===== src/rtl/psk_pkg.sv =====
// ----------------------------------------------------------------------------
// psk_pkg: shared types and constants of the polyline mitre stroker
// Item structs, FSM states and the control/status of the shared div/sqrt unit.
// ----------------------------------------------------------------------------
`default_nettype none
package psk_pkg;

  localparam int COORD_WIDTH_DEF = 24;
  localparam int MAX_POINTS_DEF  = 4096;
  localparam int UNIT_ONE        = 16384;
  localparam int L_CAP           = 16777216;
  localparam int REVERSE_LIMIT   = 64;

  typedef struct packed {
    logic signed [23:0] point_x;
    logic signed [23:0] point_y;
    logic               final_point;
  } point_t;

  typedef struct packed {
    logic signed [23:0] vert_x;
    logic signed [23:0] vert_y;
    logic               side;
    logic [11:0]        point_index;
    logic               single_point_error;
    logic               end_of_line;
  } vert_t;

  typedef struct packed {
    logic start;
    logic sqrt_mode;
  } dv_ctrl_t;

  typedef struct packed {
    logic busy;
    logic done;
  } dv_stat_t;

  typedef enum logic [4:0] {
    S_IDLE, S_ERR, S_DIFF, S_NSHIFT, S_NSQX, S_NSQY, S_NSQS, S_NSQRT,
    S_NDIVX, S_NWX, S_NDIVY, S_NWY, S_DIR, S_PSUM, S_MIT, S_DOT1, S_DOT2,
    S_DOT3, S_LDIV, S_OFFX, S_OFFY, S_OFFR, S_EMP, S_EMM
  } state_t;

endpackage
`default_nettype wire


===== src/rtl/psk_divsqrt.sv =====
// ----------------------------------------------------------------------------
// psk_divsqrt: shared bit-serial divider / square root
// Restoring division (48 quotient bits) or integer sqrt (26 root bits),
// one bit per cycle.
// ----------------------------------------------------------------------------
`default_nettype none
module psk_divsqrt (
  input  wire logic               clk,
  input  wire logic               rst,
  input  wire psk_pkg::dv_ctrl_t  ctrl,
  input  wire logic [51:0]        opa,
  input  wire logic [29:0]        opb,
  output psk_pkg::dv_stat_t       stat,
  output logic [47:0]             q
);
  import psk_pkg::*;

  logic        busy;
  logic        done;
  logic        sqm;
  logic [5:0]  cnt;
  logic [31:0] rem;
  logic [51:0] sh;
  logic [29:0] den;
  logic [33:0] t;
  logic [33:0] trial;
  logic [33:0] diff;
  logic        ge;

  always_comb begin
    t     = sqm ? {rem, sh[51:50]} : {1'b0, rem, sh[51]};
    trial = sqm ? {2'b00, q[29:0], 2'b01} : {4'b0000, den};
    ge    = (t >= trial);
    diff  = t - trial;
  end

  always_ff @(posedge clk) begin
    if (rst) begin
      busy <= 1'b0;
      done <= 1'b0;
    end else begin
      done <= 1'b0;
      if (ctrl.start) begin
        busy <= 1'b1;
      end else if (busy && cnt == 6'd0) begin
        busy <= 1'b0;
        done <= 1'b1;
      end
    end
  end

  always_ff @(posedge clk) begin
    if (ctrl.start) begin
      sqm <= ctrl.sqrt_mode;
      cnt <= ctrl.sqrt_mode ? 6'd25 : 6'd47;
      rem <= '0;
      q   <= '0;
      sh  <= ctrl.sqrt_mode ? opa : {opa[47:0], 4'b0000};
      den <= opb;
    end else if (busy) begin
      rem <= ge ? diff[31:0] : t[31:0];
      q   <= {q[46:0], ge};
      sh  <= sqm ? {sh[49:0], 2'b00} : {sh[50:0], 1'b0};
      cnt <= cnt - 6'd1;
    end
  end

  assign stat.busy = busy;
  assign stat.done = done;

endmodule
`default_nettype wire


===== config.mk =====
export PLATFORM = sky130hd
export DESIGN_NAME = psk_divsqrt
export DESIGN_NICKNAME = d
export VERILOG_FILES = /design/src/rtl/psk_pkg.sv /design/src/rtl/psk_divsqrt.sv
export SDC_FILE = /design/constraint.sdc
export NUM_CORES = 1
export LEC_CHECK = 0
export BUFFER_PORTS_ARGS = -buffer_cell sky130_fd_sc_hd__buf_4
export CAP_MARGIN = 20
export CORE_MARGIN = 1.5
export CORE_UTILIZATION = 25
export DETAILED_ROUTE_END_ITERATION = 12
export GPL_TIMING_DRIVEN = 0
export SETUP_SLACK_MARGIN = 0.3
export SYNTH_ARGS = -nofsm -noshare
export SYNTH_HDL_FRONTEND = slang
export SYNTH_SLANG_ARGS = --single-unit
export TNS_END_PERCENT = 50

===== constraint.sdc =====
create_clock -name clk -period 6.38 [get_ports clk]
set_clock_uncertainty 0.1 [all_clocks]
set_input_delay 0.957 -clock clk [delete_from_list [all_inputs] [get_ports clk]]
set_output_delay 0.957 -clock clk [all_outputs]
set_load 0.05 [all_outputs]

[Word level (Yosys, flattened, before mapping)]
Index checks and enable logic that the tools add are counted.
Operators by class
  $add $sub $neg: 2
  $lt $le $gt $ge: 1
  multiplexer cells: 13
  reductions and logical operators: 5
Operator list (count)
  two-way mux 52 bit: 4
  two-way mux 32 bit: 2
  greater-or-equal comparator 34 x 32 -> 1 bit: 1
  two-way mux 34 bit: 1
  subtractor 32 bit: 1
  two-way mux 6 bit: 3
  zero test 6 bit: 1
  subtractor 6 x 1 -> 6 bit, second input constant: 1
  nonzero test 2 bit: 2
  two-way mux 1 bit: 3
  OR reduction 2 bit: 1
  logical AND 1 bit: 1
Storage, ports and cells
  flip-flop bits (word level): 171
  input port bits: 86
  output and inout port bits: 50
  logic and storage cells: 29

[Logic depth before layout (Yosys ltp)]
  word-level depth: 4
  mapped depth: 18
  mapped depth without buffers: 12

[Worst setup path after synthesis]
No wires, ideal clock.
  path kind: register to register
  from: register sqm
  to: register rem[15]
  library setup time: 0.131 ns
  arrival: 4.249 ns
  data required time: 6.149 ns
  slack: 1.900 ns
  stages on the path, launching flop included: 19
  path buffers: 7
  period minus slack after synthesis: 4.480 ns
  cell sequence: edfxtp_1 clkbuf_1 buf_1 clkbuf_1 clkbuf_1 mux2i_1 ha_1 clkbuf_2 and3_1 nand3_1 nor2_1 nand4_1 or4_4 a31o_1 buf_6 nand2_8 buf_4 mux2i_1 o22ai_1
Between the ends
  cells in the longest elaborated chain, start to end: 3
  elaborated cells on any way between the ends: 5
  those cells by class: add/sub: 1; order compare: 1; mux: 3
Ends and longest elaborated chain
  start, declared: RTL line psk_divsqrt.sv:20  | logic sqm;
  start signal, assigned: RTL line psk_divsqrt.sv:54  | sqm <= ctrl.sqrt_mode;
  two-way mux 34 bit or two-way mux 32 bit (tied branches): RTL line psk_divsqrt.sv:31, psk_divsqrt.sv:32
  subtractor 32 bit or greater-or-equal comparator 34 x 32 -> 1 bit (tied branches): RTL line psk_divsqrt.sv:34, psk_divsqrt.sv:33
  two-way mux 32 bit (*): RTL line psk_divsqrt.sv:61  | rem <= ge ? diff[31:0] : t[31:0];
  end signal, assigned: RTL line psk_divsqrt.sv:61
  end, declared: RTL line psk_divsqrt.sv:22  | logic [31:0] rem;
Every way passes the cells marked *; elsewhere a longest branch is shown, timed or not.
A chain may end at the register's enable or synchronous reset.

[Worst setup path in the final report]
  from: register sqm
  to: register rem[10]
The elaborated chain is that of the path after synthesis.

==> impl_metrics.py <==
metrics = {
    "floorplan": {
        "die_h_um": 203.6,
        "core-area_um2": 39730,
        "start_util_pct": 25.33,
        "dieArea_um2": 41470,
        "rows": 73,
        "io_pins": 136,
        "die_w_um": 203.6,
    },
    "synth": {
        "yosys-top-cells-area": "edfxtp_1, dfxtp_1, mux2i_1",
        "synth.avg_cell_area_um2": 9.975,
        "synth_cell_type_count": 62,
        "syn_inst": 1009,
        "synth_edf_count": 89,
        "synth_top_area_share_pct": 26.55,
        "ys_warn_count": 0,
        "async_flop_share_pct": 0,
        "ys_seq_area_share_pct": 42.86,
        "synth_area_leader_cell": "edfxtp_1",
        "ys_ff_latch": 171,
        "synth_area_um2": 10060,
        "syn_nets": 1129,
        "synth-main-ff-cell": "edfxtp_1",
    },
    "clock_network": {
        "cts_max_level": 4,
        "worstSkewPairLatency_ns": 0.45,
        "clk_path_buf_depth": 2,
        "hold_buffers": 0,
        "cts_buffers": 17,
        "clock-sinks": 171,
        "clk_pin_slew_ns": 0.08,
        "cts-root-buf": "clkbuf_16",
        "tritoncts": "built",
    },
    "sta": {
        "finalCritPeriodShare_pct": 88.68,
        "drv_slew": 0,
        "final.setup.worst_slack_ns": 0.7225,
        "hold_violations": 0,
        "tightest_slew_ns": 0.8279,
        "slew_headroom_pct": 44.73,
        "finalSetupTns_ns": 0,
        "hold_ws_ns": 0.4003,
        "fin_crit_ns": 5.657,
        "rsz0062_at_grt": "no",
        "clock.fmax_mhz": 176.8,
        "setup_viol_count_final": 0,
    },
    "place": {
        "place_inst": 1670,
        "post-place-ws_ns": -0.3495,
        "dpl_cell_area_um2": 11760,
        "port_buffers": 135,
        "dpl.hpwl_mm": 21.57,
        "place.gp.congestion": 0.8607,
    },
    "critical_path": {
        "crit_arrival_ns": 5.92,
        "critPathLaunch": "sqm$_DFFE_PP_",
        "worstPathRequired_ns": 6.65,
        "r2r_start": "sqm$_DFFE_PP_",
        "path_class": "register to register",
        "setup.worst_path.end_class": "register",
        "crit_fanout": 10,
        "critPathLaunchType": "register",
        "regToRegSetupSlack_ns": 0.72,
    },
    "power_and_ir_drop": {
        "p_total_mw": 3.567,
        "ir_worst_vdd_mv": 0.2336,
        "leakage_nw": 4.976,
        "power.density_nw_per_um2": 288.8,
    },
    "final_layout": {
        "final_cell_count_no_fill": 1702,
        "mostFrequentLayoutCells": "mux2i_1, buf_4, nor2_1, edfxtp_1, a21oi_1",
        "final_cell_area_um2": 12350,
        "final_common_cell": "mux2i_1",
        "num_antenna_cells": 0,
        "final_net_count": 1284,
        "final_core_util_pct": 31.09,
        "area_growth_pct": 22.75,
        "drive_above_1_share_pct": 19.29,
    },
    "drt": {
        "vias_per_cell": 4.797,
        "totalWireLength_mm": 29.10,
        "drtIter0Drc": 567,
        "first_pass_iters": 5,
        "drc": 0,
        "wl_met2_mm": 13.14,
        "ant_nets": 0,
        "highest_layer": "met4",
        "met3_length_mm": 1.398,
        "via_count": 8164,
        "wl_per_cell_um": 17.10,
        "met1_length_mm": 13.77,
    },
    "hold_path": {
        "hp-start": "rem[0]$_SDFFE_PP0P_",
        "hold_path.class": "register to register",
    },
    "global_route": {
        "grt_pass1_wl_mm": 45.37,
        "grt_start_max_net_pins": 36,
        "grt_pass1_vias": 8055,
        "grt_antenna_before_repair": 0,
        "grtUsageTotal_pct": 14.10,
        "gr-total-overflow": 0,
    },
    "job": {
        "maxCapViolCount": 0,
    },
    "run_status": {
        "outcome": "completed",
    },
}
==> power breakdown <==
| group | switching, mW | internal [mW] |
|---|---|---|
| logic | 0.706 | 0.503 |
| clock network | 0.496 | 0.549 |
| registers | 0.0494 | 1.26 |
| total | 1.25 | 2.32 |
==> cell usage after synthesis, types with 2 or more instances <==
cell type	n
a21o_1	11
nor3_1	10
a31o_2	2
nand2b_1	10
dfxtp_1	82
clkbuf_1	50
nand3_1	17
nand4_1	8
o21bai_1	6
a31oi_1	4
a2111oi_0	2
xnor2_1	15
o21a_1	12
a32oi_1	3
buf_4	3
and2_1	2
ha_1	33
o31ai_1	3
a211oi_1	68
nor2_1	107
o2111ai_1	2
nor2b_1	52
a311oi_1	7
xor2_1	13
buf_2	6
mux2_2	31
a21oi_1	87
mux2i_1	144
edfxtp_1	89
a21boi_0	2
buf_1	15
o31a_1	2
o221ai_1	2
nand2_1	47
inv_1	12
or3_1	3
and3_1	4
clkbuf_2	2
o21ai_0	18
==> registers in the layout, summed over array words and instances, names as in the netlist <==
register  cells
sh           52
cnt           6
den          30
busy          1
done          1
q            48
sqm           1
rem          32
==> final timing paths <==
kind	cells after the start	to
max	16	rem[10]$_SDFFE_PP0P_
min	2	rem[0]$_SDFFE_PP0P_
max reg2reg	16	rem[10]$_SDFFE_PP0P_
min reg2reg	2	rem[0]$_SDFFE_PP0P_
==> worst max-delay path, stage by stage, from the launching register on <==
cell	delay, ns
edfxtp_1	0.38
clkbuf_2	0.35
buf_2	0.38
clkbuf_2	0.35
clkdlybuf4s15_2	0.54
mux2i_1	0.27
ha_1	0.30
nor2b_1	0.16
o31a_1	0.28
o31ai_1	0.45
a21boi_0	0.34
o21ai_1	0.38
a31oi_1	0.28
nor2_4	0.33
buf_2	0.31
nand2_1	0.10
a311oi_2	0.25
==> area by class of cell <==
cell class | count | area, um2
fillers | 4081 | 27380
flip-flops and latches | 171 | 4314
clock buffers | 19 | 432.9
repair buffers | 136 | 1041
well taps | 525 | 656.9
clock inverters | 13 | 133.9
plain buffers | 78 | 357.8
inverters | 12 | 45.04
multi-input cells | 748 | 5373
==> per-layer routing <==
metal	up-vias	global-route usage, %
li1	4041	-
met1	3880	18.97
met2	205	22.18
met3	38	2.701
met4	0	5.582
met5	-	0
==> cells by family (layout without fill, tap and decap cells) <==
group,count (synthesis),count (layout),share of synthesized area [%]
multiplexers,175,175,17.79
AO/OA/AOI/OAI,245,245,16.17
XOR/XNOR,28,28,2.437
buffers and inverters,90,258,3.804
AND/OR/NAND/NOR,266,266,12.63
adder cells (fa/ha/maj),34,34,4.301
flip-flops,171,171,42.86
==> timing repair <==
action | in CTS | in global routing
buffers inserted | 0 | 0
endpoints found under the setup margin | 32 | 9
gates resized for setup | 7 | 3
No activity file was read; power rests on OpenSTA's default activity.
